**src/rtl/i2c_slave_event_fifo_macros.svh**
```systemverilog
// Assertion macros shared by the I2C slave event buffer.
`ifndef I2C_SLAVE_EVENT_FIFO_MACROS_SVH
`define I2C_SLAVE_EVENT_FIFO_MACROS_SVH

// The consequent must hold in the same cycle as the antecedent.
`define I2CSEF_ASSERT_NOW(label, clk, rst, ante, cons) \
  label: assert property (@(posedge clk) disable iff (rst) (ante) |-> (cons)) \
    else $error("i2c slave event buffer: immediate check failed");

// The consequent must hold in the cycle after the antecedent.
`define I2CSEF_ASSERT_NEXT(label, clk, rst, ante, cons) \
  label: assert property (@(posedge clk) disable iff (rst) (ante) |=> (cons)) \
    else $error("i2c slave event buffer: next-cycle check failed");

`endif

```
**src/rtl/i2csef_pkg.sv**
```systemverilog
// Types and constants of the I2C slave event buffer.
package i2csef_pkg;

  localparam logic [2:0] OP_EVENT = 3'd0;
  localparam logic [2:0] OP_PUSH  = 3'd1;
  localparam logic [2:0] OP_POP   = 3'd2;
  localparam logic [2:0] OP_CLRTX = 3'd3;
  localparam logic [2:0] OP_FLUSH = 3'd4;

  localparam logic [7:0] SC_RX_DATA_OWN  = 8'h80;
  localparam logic [7:0] SC_RX_DATA_GEN  = 8'h90;
  localparam logic [7:0] SC_TX_ADDR      = 8'hA8;
  localparam logic [7:0] SC_TX_DATA      = 8'hB8;
  localparam logic [7:0] SC_RX_NACK_OWN  = 8'h88;
  localparam logic [7:0] SC_RX_NACK_GEN  = 8'h98;
  localparam logic [7:0] SC_TX_LAST      = 8'hC8;
  localparam logic [7:0] SC_NO_INFO      = 8'hF8;
  localparam logic [7:0] SC_BUS_ERROR    = 8'h00;

  localparam logic [7:0] EMPTY_BYTE = 8'h88;

  localparam logic [1:0] ACT_NONE = 2'd0;
  localparam logic [1:0] ACT_ACK  = 2'd1;
  localparam logic [1:0] ACT_STOP = 2'd2;

  // Where the result byte comes from.
  localparam logic [1:0] SRC_ZERO  = 2'd0;
  localparam logic [1:0] SRC_EMPTY = 2'd1;
  localparam logic [1:0] SRC_RX    = 2'd2;
  localparam logic [1:0] SRC_TX    = 2'd3;

  typedef struct packed {
    logic push;
    logic pop;
    logic clear;
  } ring_ctrl_t;

  typedef struct packed {
    logic empty;
    logic full;
  } ring_status_t;

endpackage

```
**src/rtl/i2csef_ring.sv**
```systemverilog
// Pre-increment byte ring held in a synchronous memory with registered read data.
module i2csef_ring #(
  parameter int DEPTH = 16
) (
  input  logic                     clk,
  input  logic                     rst,
  input  i2csef_pkg::ring_ctrl_t   ctrl,
  input  logic [7:0]               wr_data,
  output i2csef_pkg::ring_status_t status,
  output logic [7:0]               rd_data
);
  import i2csef_pkg::*;

  localparam int AW = (DEPTH > 1) ? $clog2(DEPTH) : 1;
  localparam logic [AW-1:0] LAST = AW'(DEPTH - 1);

  logic [7:0]    mem [DEPTH];
  logic [AW-1:0] wr_ptr;
  logic [AW-1:0] rd_ptr;
  logic [AW-1:0] wr_ptr_next;
  logic [AW-1:0] rd_ptr_next;

  assign wr_ptr_next  = (wr_ptr == LAST) ? '0 : wr_ptr + AW'(1);
  assign rd_ptr_next  = (rd_ptr == LAST) ? '0 : rd_ptr + AW'(1);
  assign status.empty = (wr_ptr == rd_ptr);
  assign status.full  = (wr_ptr_next == rd_ptr);

  always_ff @(posedge clk) begin
    if (rst) begin
      wr_ptr <= '0;
      rd_ptr <= '0;
    end else if (ctrl.clear) begin
      wr_ptr <= '0;
      rd_ptr <= '0;
    end else begin
      if (ctrl.push && !status.full) begin
        wr_ptr <= wr_ptr_next;
      end
      if (ctrl.pop && !status.empty) begin
        rd_ptr <= rd_ptr_next;
      end
    end
  end

  always_ff @(posedge clk) begin
    if (ctrl.push && !status.full && !ctrl.clear) begin
      mem[wr_ptr_next] <= wr_data;
    end
    if (ctrl.pop && !status.empty && !ctrl.clear) begin
      rd_data <= mem[rd_ptr_next];
    end
  end

endmodule

```
**src/rtl/i2c_slave_event_fifo.sv**
```systemverilog
// Top level of the I2C slave event buffer: decode, result stage and output register.
// Each accepted request updates the ring pointers and issues its memory access at the
// edge where it is accepted, and the memory's registered read port loads the popped
// byte at that same edge. The output register takes the result from the result stage
// when that stage advances, which a held result can delay, and res_valid then rises.
// The stage after the memory and the output register overlap, so one
// request per cycle is taken while results are drained, and a held result stalls
// input only once both stages are full.
// The stores need no clearing after reset; only entries that have been written are read.
module i2c_slave_event_fifo #(
  parameter int RX_DEPTH = 16,
  parameter int TX_DEPTH = 16
) (
  input  logic       clk,
  input  logic       rst,
  input  logic       in_valid,
  output logic       in_ready,
  input  logic [2:0] op,
  input  logic [7:0] status_code,
  input  logic [7:0] data_byte,
  output logic       res_valid,
  input  logic       res_ready,
  output logic [7:0] out_byte,
  output logic       out_valid,
  output logic [1:0] bus_action,
  output logic       rx_available,
  output logic       byte_dropped,
  output logic       rx_underflow
);
  import i2csef_pkg::*;

  ring_ctrl_t   rx_ctrl;
  ring_ctrl_t   tx_ctrl;
  ring_status_t rx_status;
  ring_status_t tx_status;
  logic [7:0]   rx_rd_data;
  logic [7:0]   tx_rd_data;

  logic       accept;
  logic       s1_adv;
  logic       s1_valid;
  logic [1:0] s1_src;
  logic       s1_ovalid;
  logic [1:0] s1_action;
  logic       s1_dropped;
  logic       s1_underflow;

  logic [1:0] src_next;
  logic       ovalid_next;
  logic [1:0] action_next;
  logic       dropped_next;
  logic       underflow_next;

  assign s1_adv   = s1_valid && (!res_valid || res_ready);
  assign in_ready = !s1_valid || s1_adv;
  assign accept   = in_valid && in_ready;

  always_comb begin
    rx_ctrl        = '0;
    tx_ctrl        = '0;
    src_next       = SRC_ZERO;
    ovalid_next    = 1'b0;
    action_next    = ACT_NONE;
    dropped_next   = 1'b0;
    underflow_next = 1'b0;
    case (op)
      OP_EVENT: begin
        case (status_code)
          SC_RX_DATA_OWN, SC_RX_DATA_GEN: begin
            rx_ctrl.push = accept;
            dropped_next = rx_status.full;
            action_next  = ACT_ACK;
          end
          SC_TX_ADDR, SC_TX_DATA: begin
            tx_ctrl.pop = accept;
            src_next    = tx_status.empty ? SRC_EMPTY : SRC_TX;
            ovalid_next = 1'b1;
            action_next = ACT_ACK;
          end
          SC_RX_NACK_OWN, SC_RX_NACK_GEN, SC_TX_LAST, SC_NO_INFO, SC_BUS_ERROR: begin
            action_next = ACT_STOP;
          end
          default: begin
            action_next = ACT_ACK;
          end
        endcase
      end
      OP_PUSH: begin
        tx_ctrl.push = accept;
        dropped_next = tx_status.full;
      end
      OP_POP: begin
        rx_ctrl.pop    = accept;
        src_next       = rx_status.empty ? SRC_EMPTY : SRC_RX;
        ovalid_next    = !rx_status.empty;
        underflow_next = rx_status.empty;
      end
      OP_CLRTX: begin
        tx_ctrl.clear = accept;
      end
      OP_FLUSH: begin
        rx_ctrl.clear = accept;
        tx_ctrl.clear = accept;
      end
      default: begin
      end
    endcase
  end

  i2csef_ring #(.DEPTH(RX_DEPTH)) u_rx_ring (
    .clk     (clk),
    .rst     (rst),
    .ctrl    (rx_ctrl),
    .wr_data (data_byte),
    .status  (rx_status),
    .rd_data (rx_rd_data)
  );

  i2csef_ring #(.DEPTH(TX_DEPTH)) u_tx_ring (
    .clk     (clk),
    .rst     (rst),
    .ctrl    (tx_ctrl),
    .wr_data (data_byte),
    .status  (tx_status),
    .rd_data (tx_rd_data)
  );

  always_ff @(posedge clk) begin
    if (rst) begin
      s1_valid <= 1'b0;
    end else if (accept) begin
      s1_valid <= 1'b1;
    end else if (s1_adv) begin
      s1_valid <= 1'b0;
    end
  end

  always_ff @(posedge clk) begin
    if (accept) begin
      s1_src       <= src_next;
      s1_ovalid    <= ovalid_next;
      s1_action    <= action_next;
      s1_dropped   <= dropped_next;
      s1_underflow <= underflow_next;
    end
  end

  always_ff @(posedge clk) begin
    if (rst) begin
      res_valid <= 1'b0;
    end else if (s1_adv) begin
      res_valid <= 1'b1;
    end else if (res_ready) begin
      res_valid <= 1'b0;
    end
  end

  // The ring pointers seen while a request sits in the result stage already
  // reflect that request and no later one, so they give the receive level.
  always_ff @(posedge clk) begin
    if (s1_adv) begin
      case (s1_src)
        SRC_EMPTY: out_byte <= EMPTY_BYTE;
        SRC_RX:    out_byte <= rx_rd_data;
        SRC_TX:    out_byte <= tx_rd_data;
        default:   out_byte <= 8'h00;
      endcase
      out_valid    <= s1_ovalid;
      bus_action   <= s1_action;
      rx_available <= !rx_status.empty;
      byte_dropped <= s1_dropped;
      rx_underflow <= s1_underflow;
    end
  end

`include "i2c_slave_event_fifo_macros.svh"

  `I2CSEF_ASSERT_NEXT(a_accept_fills_stage, clk, rst, accept, s1_valid)
  `I2CSEF_ASSERT_NOW(a_underflow_no_byte, clk, rst, res_valid && rx_underflow, !out_valid && out_byte == EMPTY_BYTE)
  `I2CSEF_ASSERT_NOW(a_drop_no_byte, clk, rst, res_valid && byte_dropped, !out_valid && !rx_underflow)

endmodule

```
**config.mk**
```make
export PLATFORM = sky130hd
export DESIGN_NAME = i2c_slave_event_fifo
export DESIGN_NICKNAME = d
export VERILOG_FILES = /design/src/rtl/i2csef_pkg.sv /design/src/rtl/i2csef_ring.sv /design/src/rtl/i2c_slave_event_fifo.sv
export VERILOG_INCLUDE_DIRS = /design/src /design/src/rtl
export SDC_FILE = /design/constraint.sdc
export NUM_CORES = 1
export LEC_CHECK = 0
export ABC_AREA = 1
export BUFFER_PORTS_ARGS = -buffer_cell sky130_fd_sc_hd__buf_2
export CAP_MARGIN = 30
export CORE_ASPECT_RATIO = 1.2
export CORE_UTILIZATION = 55
export DETAILED_ROUTE_END_ITERATION = 7
export PLACE_DENSITY = 0.72
export SETUP_SLACK_MARGIN = 0.05
export SYNTH_ARGS = -nofsm -noshare
export SYNTH_HDL_FRONTEND = slang
export SYNTH_HIERARCHICAL = 1
export SYNTH_SLANG_ARGS = --single-unit
```
**constraint.sdc**
```tcl
create_clock -name clk -period 2.9 [get_ports clk]
set_clock_uncertainty 0.1 [all_clocks]
set_input_delay 0.435 -clock clk [delete_from_list [all_inputs] [get_ports clk]]
set_output_delay 0.435 -clock clk [all_outputs]
set_load 0.05 [all_outputs]
```
Yosys cells after proc, flatten, opt, wreduce, memory -nomap -nowiden. Memories as Yosys holds them, arrays and structs flattened. A register that Yosys moved wholly into a read port is not among the register bits. Cells that the tools add are included. Widths: inputs -> output; s select.

$add $sub $neg: 4. Eq/ne operators: 23. Multiplexer cells: 30. Reduce and logical (&&, ||, !) cells: 30.

Operators with widths (count): $eq 8x8->1 const B (8); $pmux 8 s3 (1); $mux 1 (18); $add 4x1->4 const B (4); $eq 4x4->1 (4); $eq 4x4->1 const B (4); $mux 4 (4); $logic_and 1x1->1 (10); $reduce_or 2->1 (5); $logic_not 1->1 (8); $logic_not 8->1 (1); $mux 2 (4); $eq 3x2->1 const B (2); $reduce_or 5->1 (1); $eq 2x2->1 const B (2); $pmux 1 s2 (2); $pmux 2 s2 (1); $reduce_bool 2->1 (2); $eq 3x1->1 const B (1); $eq 3x3->1 const B (1); $logic_not 3->1 (1); $eq 2x1->1 const B (1); $logic_or 1x1->1 (2).

Flip-flop bits (word level): 39. RAM bits: 256. Input port bits: 23. Output and inout bits: 16. Logic and storage cells: 106. Memories: 2.

Memories: u_rx_ring.mem (depth 16, bits a word 8, read ports 1, clocked after Yosys merged registers in 1, wr ports 1, line i2csef_ring.sv:17) `logic [7:0] mem [DEPTH];`; u_tx_ring.mem (depth 16, bits a word 8, read ports 1, clocked after Yosys merged registers in 1, wr ports 1, line i2csef_ring.sv:17).

Depth between registers and ports, before layout. Gate-level depths: netlist of the first run.

Depth in word-level cells: 11. Gate-level depth with buffers: 13. Mapped depth without buffers: 12.

By module. The synthesis of the first run kept the hierarchy.

Modules (own cells, without submodules): i2csef_ring at u_rx_ring (instances 1, cells an instance 610, area an instance 6567.5 um^2, seq. area each 4244.1 um^2); i2csef_ring at u_tx_ring (instances 1, cells an instance 601, area an instance 6495.0 um^2, seq. area each 4244.1 um^2); i2c_slave_event_fifo (instances 1, cells an instance 113, area an instance 1112.3 um^2, seq. area each 670.6 um^2).

Worst setup path after synthesis of the first run. No wires, ideal clock.

Path kind: register to register. Start point: reg res_valid. End point: mem u_rx_ring.mem[0][0] (enable). Library setup time: 0.370 ns. Data arrival time: 2.323 ns. Required time: 2.430 ns. Slack: 0.106 ns. Cell stages (with the launch flop): 8. Path buffers: 1. Clock period less this slack: 2.794 ns. Cells stage by stage: dfxtp_1 > nand3_1 > nand2_1 > inv_1 > and3_1 > buf_2 > nand3b_4 > nor2_1.

RTL lines: start, declared (line i2c_slave_event_fifo.sv:21) `output logic res_valid,`; start signal, assigned (line i2c_slave_event_fifo.sv:150) `res_valid <= 1'b0;`; start signal, assigned (line i2c_slave_event_fifo.sv:152) `res_valid <= 1'b1;`; start signal, assigned (line i2c_slave_event_fifo.sv:154) `res_valid <= 1'b0;`; end, declared (line i2csef_ring.sv:17).

Worst setup path after layout of the first run.
Start point: reg u_tx_ring.wr_ptr[0]. End point: mem u_tx_ring.mem[4][7] (enable).

Cells in the longest elaborated chain, start to end: 8. Elaborated cells between the ends (all ways): 9. Classes of those cells: add/sub (1); eq/ne (2); mux (3); reduce/logical (3).

Ends and longest elaborated chain: start, declared (line i2csef_ring.sv:18) `logic [AW-1:0] wr_ptr;`; start signal, assigned (line i2csef_ring.sv:37) `wr_ptr <= wr_ptr_next;`; $add 4x1->4 or $eq 4x4->1 (tied branches) (line i2csef_ring.sv:23) `assign wr_ptr_next = (wr_ptr == LAST) ? '0 : wr_ptr + AW'(1);`; $mux 4 (*) (line i2csef_ring.sv:23); named net u_tx_ring.wr_ptr_next[1] (line i2csef_ring.sv:20) `logic [AW-1:0] wr_ptr_next;`; $eq 4x4->1 (line i2csef_ring.sv:26) `assign status.full = (wr_ptr_next == rd_ptr);`; $logic_not 1->1 (line i2csef_ring.sv:46) `if (ctrl.push && !status.full && !ctrl.clear) begin`; $logic_and 1x1->1 (2 in a row) (line i2csef_ring.sv:46); $mux 1 (line i2csef_ring.sv:46); $mux 1 (not written as such) (line i2csef_ring.sv:47) `mem[wr_ptr_next] <= wr_data;`; end, declared (line i2csef_ring.sv:17).

The timed path passes the listed nets; every way through them passes the cells marked *.

==> out/metrics.yaml, run 1 <==
outcome:
  status: "finished, violations left"
  violations: "design-rule violations"
placement:
  post-dp-hpwl_mm: 20.3
  place_area_um2: 14600
  place.gp.congestion: 0.917
  place.port_buffers: 38
  dp.cells: 1650
cells_and_area:
  area_delta_synth_final_pct: 10.1
  antenna_cells: 0
  fin_area_um2: 15600
  drive_above_1_share_pct: 12.5
  final_cell_mix: "nand3_1 (293), edfxtp_1 (293), nand2_1 (288)"
  stdcell_count: 1702
  nFillCells: 1979
  num-nets-final: 1386
sta:
  finalSetupViolations: 0
  grt_setup_unrepaired: "true"
  drv_slew: 0
  fmax_mhz: 370
  min_period_ns: 2.71
  hold_viol: 0
  worstMarginPinSlew_ns: 0.844
  post-route-period-util_pct: 93.3
  whs_ns: 0.0293
  finalSetupTns_ns: 0
  maxSlewHeadroom_pct: 43.7
global_route:
  grt-busiest-layer: "met2"
  antenna_found_initial: 0
  grt.met1_usage_pct: 33.5
  grt_use_total_pct: 24.8
  grt_overflow: 0
  grtUsageMet2_pct: 40.9
  grt_max_degree: 66
  grt_use_met3_pct: 3.75
  grt_pass1_vias: 9224
  grt_pass1_wl_mm: 50.0
clocking:
  clock_latency_ns: 0.55
  post_cts_buffers: 0
  cts_num_sinks: 311
  cts_tree: "built"
  clockBufferDepth: 3
  htreeDepth: 1
  cts_buffers: 29
  clk_pin_slew_ns: 0.07
  cts-root-buf: "clkbuf_16"
drt:
  drtAntennaViolNets: 0
  via_per_inst: 5.73
  drt-total-wl_mm: 32.1
  drtIter0Drc: 1146
  vias: 9759
  dr.pass1.iters: 8
  drc: 1
  wl_per_cell_um: 18.9
synth:
  syn_area_um2: 14200
  synth_cells: 1324
  synthDistinctLibCells: 32
  synth-seq-cells: 311
  yosys_warnings: 6
  syn_nets: 1359
  avgSynthCellArea_um2: 10.7
  yosysSeqAreaShare_pct: 64.6
power:
  power.total_mw: 8.92
  peakVddDrop_uv: 326
  p_per_area_nw_per_um2: 571
  p_leak_nw: 5.87
worst_setup_path:
  critPathMaxFanout: 16
  path_class: "register to register"
  start_kind: "register"
  cp.arrival_ns: 2.80
  end_kind: "register"
  crit_required_ns: 2.99
flow_run:
  max_cap_violations: 0
floorplan:
  fp.dieArea_um2: 26400
  core_area_um2: 25400
  num_rows: 64
  pin_count: 39
  die-width_um: 149
  start_util_pct: 55.8
  die_h_um: 178
worst_hold_path:
  hold_class: "primary input to register"
[repair_timing]
| item | in CTS | in global routing |
|---|---|---|
| endpoints found under the setup margin | 0 | 65 |
| resized for setup | 0 | 5 |
| hold buffers | 0 | 0 |
[Yosys cell counts (all sizes together)]
cell | count | area share [%]
inv | 125 | 3.3
xnor2 | 10 | 0.62
and3 | 1 | 0.044
nor3 | 2 | 0.071
dfxtp | 18 | 2.5
o21ai | 17 | 0.86
nor4 | 1 | 0.044
clkbuf | 11 | 0.29
clkinv | 2 | 0.053
edfxtp | 293 | 62
ha | 12 | 1.1
or2 | 1 | 0.044
buf | 61 | 2.6
nand2 | 302 | 8.2
nand3b | 71 | 3.9
nand4 | 8 | 0.35
nand3 | 299 | 11
nor2 | 73 | 2.4
a21oi | 17 | 0.60
[stage by stage]
| stage | setup WS (ns) | utilization (%) |
|---|---|---|
| 6_report | 0.194 | 61.5 |
| 5_1_grt | -0.00146 | 61.5 |
| 2_1_floorplan | 0.106 | - |
| 4_1_cts | 0.223 | 61.4 |
| 3_5_place_dp | 0.239 | 57.7 |
| 3_3_place_gp | 0.351 | 57.7 |
[worst max-delay path, stage by stage, from the launching register on]
cell and delay, ns:
dfxtp_1 0.55, inv_1 0.16, ha_1 0.35, xnor2_1 0.14
nand3_1 0.11, nor2_2 0.05, nand2_4 0.12, nand3b_4 0.29
nor2_2 0.48
[final timing paths]
kind	end	startpoint	cells past startpoint	slack, ns
worst max-delay path	u_tx_ring/mem[4][7]	u_tx_ring/wr_ptr[0]	8	0.19
worst min-delay path	res_valid	rst	2	0.03
worst max register to register	u_tx_ring/mem[4][7]	u_tx_ring/wr_ptr[0]	8	0.19
worst min register to register	bus_action[0]	s1_action[0]	0	0.32
[cells by family (layout without fill, tap and decap cells)]
group                    Yosys count  after routing  share of synthesized area [%]
XOR/XNOR                          10             10                          0.618
buffers and inverters            199            247                           6.22
AO/OA/AOI/OAI                     34             34                           1.47
flip-flops                       311            311                           64.6
adder cells (fa/ha/maj)           12             12                           1.06
AND/OR/NAND/NOR                  758            758                           26.0
[state kept, by name (all words and copies together) (netlist names), 4 cells and up]
register	count
u_rx_ring/rd_data	8
u_tx_ring/wr_ptr	4
u_rx_ring/wr_ptr	4
out_byte	8
u_rx_ring/mem	128
u_tx_ring/mem	128
u_rx_ring/rd_ptr	4
u_tx_ring/rd_data	8
u_tx_ring/rd_ptr	4
[where the power goes]
part,internal (mW),switching [mW]
combinational,0.0488,0.188
clock,2.18,1.56
sequential,4.92,0.0121
[area by class of cell]
type	instances	area [um2]	area share, %
tap	330	413	2.65
multi-input combinational	814	4170	26.7
sequential	311	9160	58.7
clock inverter	19	195	1.25
inverter	127	477	3.06
timing repair buffer	68	453	2.90
clock buffer	33	741	4.75
[metal layers]
layer  share of wire (%)  wire [um]
met1                  42      13400
met2                  48      15300
met3                 7.8       2500
met4                 2.9        923
met5                   0          0
(Power assumes the default switching activity.)
==> inputs of run 2 (changes only) <==
--- a/config.mk
+++ b/config.mk
@@ -6,7 +6,6 @@
 export SDC_FILE = /design/constraint.sdc
 export NUM_CORES = 1
 export LEC_CHECK = 0
-export ABC_AREA = 1
 export BUFFER_PORTS_ARGS = -buffer_cell sky130_fd_sc_hd__buf_2
 export CAP_MARGIN = 30
 export CORE_ASPECT_RATIO = 1.2
==> out/metrics.yaml, run 2 <==
placement:
  post-place-ws_ns: -0.0589  # was 0.239 ns
  post-dp-hpwl_mm: 20.6  # was 20.3 mm
  dp.cells: 1305  # was 1650
  place.port_buffers: 38  # unchanged
  place.gp.congestion: 0.863  # was 0.917
worst_setup_path:
  crit_required_ns: 3.07  # was 2.99 ns
  path_class: "register to register"  # unchanged
  cp.arrival_ns: 2.88  # was 2.80 ns
  critPathMaxFanout: 8  # was 16
  start_kind: "register"  # unchanged
  end_kind: "register"  # unchanged
cells_and_area:
  antenna_cells: 0  # unchanged
  area_delta_synth_final_pct: 15.3  # was 10.1%
  num-nets-final: 1053  # was 1386
  final_cell_mix: "edfxtp_1 (293), buf_4 (68), nor2_1 (55), a21oi_1 (55), nand2_1 (46)"  # was nand3_1 (293), edfxtp_1 (293), nand2_1 (288)
  reg_top3: "u_rx_ring/mem: 128 flops, u_tx_ring/mem: 128 flops"  # unchanged
  stdcell_count: 1361  # was 1702
  drive_above_1_share_pct: 22.3  # was 12.5%
  final_common_cell: "edfxtp_1"
drt:
  drt-total-wl_mm: 30.6  # was 32.1 mm
  drc: 0  # was 1
  drtAntennaViolNets: 0  # unchanged
  dr.pass1.iters: 6  # was 8
  drtIter0Drc: 834  # was 1146
  via_per_inst: 6.19  # was 5.73
  wl_per_cell_um: 22.5  # was 18.9 um
  vias: 8419  # was 9759
flow_run:
  max_cap_violations: 0  # unchanged
global_route:
  antenna_found_initial: 0  # unchanged
  grt_use_total_pct: 25.2  # was 24.8%
  grt_pass1_vias: 8137  # was 9224
  grt_overflow: 0  # unchanged
  grt_pass1_wl_mm: 46.4  # was 50.0 mm
  grt_max_degree: 33  # was 66
sta:
  fmax_mhz: 369  # was 370 MHz
  whs_ns: 0.0227  # was 0.0293 ns
  worst_slack_ns: 0.188  # was 0.194 ns
  drv_slew: 0  # unchanged
  maxSlewHeadroom_pct: 49.0  # was 43.7%
  post-route-period-util_pct: 93.5  # was 93.3%
  min_period_ns: 2.71  # about the same
  hold_viol: 0  # unchanged
  finalSetupViolations: 0  # unchanged
  grt_setup_unrepaired: "false"  # was true
  worstMarginPinSlew_ns: 0.765  # was 0.844 ns
floorplan:
  start_util_pct: 55.9  # was 55.8%
  fp.dieArea_um2: 25000  # was 26400 um2
  core_area_um2: 24000  # was 25400 um2
  die_h_um: 173  # was 178 um
  pin_count: 39  # unchanged
  num_rows: 62  # was 64
  die-width_um: 145  # was 149 um
synth:
  synth_enable_flop_cells: 293  # unchanged
  yosysTopAreaCell: "edfxtp_1"  # unchanged
  syn_area_um2: 13400  # was 14200 um2
  ys_top_cells_by_count: "edfxtp_1 (293), nor2_1 (59), a21oi_1 (55)"  # was edfxtp_1 (293), nand3_1 (293), nand2_1 (292)
  syn_nets: 974  # was 1359
  avgSynthCellArea_um2: 14.3  # was 10.7 um2
  yosysSeqAreaShare_pct: 68.3  # was 64.6%
  ys_top_cells_by_area: "edfxtp_1 (66%), dfxtp_1 (2.7%), mux2i_1 (2.5%), a21oi_1 (2.1%), mux4_2 (2.0%)"  # was edfxtp_1 (62%), nand3_1 (10%), nand2_1 (7.7%), nand3b_1 (3.7%), inv_1 (3.2%)
  synthDistinctLibCells: 69  # was 32
  yosys_warnings: 6  # unchanged
  synth-seq-cells: 311  # unchanged
  async_reset_ff_share_pct: 0  # unchanged
  synth_flop_cell: "edfxtp_1"  # unchanged
  synth_top_area_share_pct: 65.6  # was 62.1%
  synthMostInstantiatedCell: "edfxtp_1"
  synth_cells: 939  # was 1324
clocking:
  cts_num_sinks: 311  # unchanged
  cts.hold.buffers_added: 0  # unchanged
  clk_pin_slew_ns: 0.07  # about the same
  clockBufferDepth: 3  # unchanged
  cts_tree: "built"  # unchanged
  cts_buffers: 30  # was 29
  cts-root-buf: "clkbuf_16"  # unchanged
  htreeDepth: 1  # unchanged
  clock_latency_ns: 0.56  # was 0.55 ns
outcome:
  status: "finished clean"  # was finished, violations left
power:
  p_per_area_nw_per_um2: 610  # was 571 nW/um2
  p_leak_nw: 5.34  # was 5.87 nW
  peakVddDrop_uv: 608  # was 326 uV
worst_hold_path:
  hold_class: "primary input to register"  # unchanged
-- run 2: changes by cell type in the layout (fill, tap and decap cells not counted), moves of 23 or more --
cell / previous run / this run
a31oi_1: 0 / 28
buf_4: 27 / 68
inv_1: 120 / 14
and3_1: 1 / 24
mux2i_1: 0 / 34
nand3b_1: 69 / 6
nand2_1: 288 / 46
a21oi_1: 17 / 55
nand3_1: 293 / 39
-- run 2: worst max-delay path: stages, from the launching register on --
cell	delay, ns
dfxtp_1	0.44
inv_1	0.10
ha_1	0.34
xor2_1	0.15
a221o_1	0.25
or3_4	0.38
o211ai_1	0.33
buf_4	0.22
nor2_2	0.11
-- run 2: final timing paths --
path / to / depth (start not counted) / slack, ns / from
hold / removal: s1_valid / 3 / 0.02 / in_valid
hold reg to reg: rx_underflow / 0 / 0.33 / s1_underflow
setup / recovery: u_rx_ring/mem[15][4] / 8 / 0.19 / u_rx_ring/wr_ptr[0]
setup reg to reg: u_rx_ring/mem[15][4] / 8 / 0.19 / u_rx_ring/wr_ptr[0]
-- run 2: logic make-up (layout without fill, tap and decap cells) --
logic type / after synthesis / in the layout / share of synthesized area [%]
AOI/OAI and AO/OA: 200 / 200 / 10.7
muxes: 54 / 54 / 5.23
and+or+nand+nor: 270 / 270 / 10.7
adders and majority gates: 12 / 12 / 1.12
xor gates and xnor gates: 16 / 16 / 1.10
DFF: 311 / 311 / 68.3
buffers and inverters: 76 / 178 / 2.87
-- run 2: routing by layer --
metal | share of wire (%) | wire length, um | GRT usage, %
met1 | 39 | 11900 | 33.3
met2 | 50 | 15300 | 41.6
met5 | 0 | 0 | 0
met3 | 7.1 | 2170 | 3.30
met4 | 4.4 | 1360 | 11.0
-- run 2: area by class of cell --
type / instances / area [um2]
Inverter: 15 / 60.1
Clock buffer: 34 / 787
Sequential cell: 311 / 9160
Timing Repair Buffer: 108 / 732
Fill cell: 1700 / 8510
Clock inverter: 21 / 310
Tap cell: 320 / 400
Multi-Input combinational cell: 552 / 4010
-- run 2: stage by stage --
stage	setup TNS, ns	util, %	power (mW)	cell area (um2)
6_report	0	64.5	9.42	15500
5_1_grt	0	64.5	9.67	15500
4_1_cts	0	64.4	9.48	15400
3_5_place_dp	-1.27	59.7	5.25	14300
3_3_place_gp	-0.406	59.7	5.24	14300
2_1_floorplan	0	-	5.12	13500
-- run 2: where the power goes --
part / internal (mW) / switching, mW
Sequential: 4.92 / 0.0108
Combinational: 0.0481 / 0.166
Clock: 2.65 / 1.63
Total: 7.62 / 1.80
-- run 2: repair_timing --
action,CTS,global route
endpoints found under the setup margin,40,68
gates resized for setup,1,10
pin swaps,1,2
buffers inserted,1,0
endpoints found under the hold margin,0,0
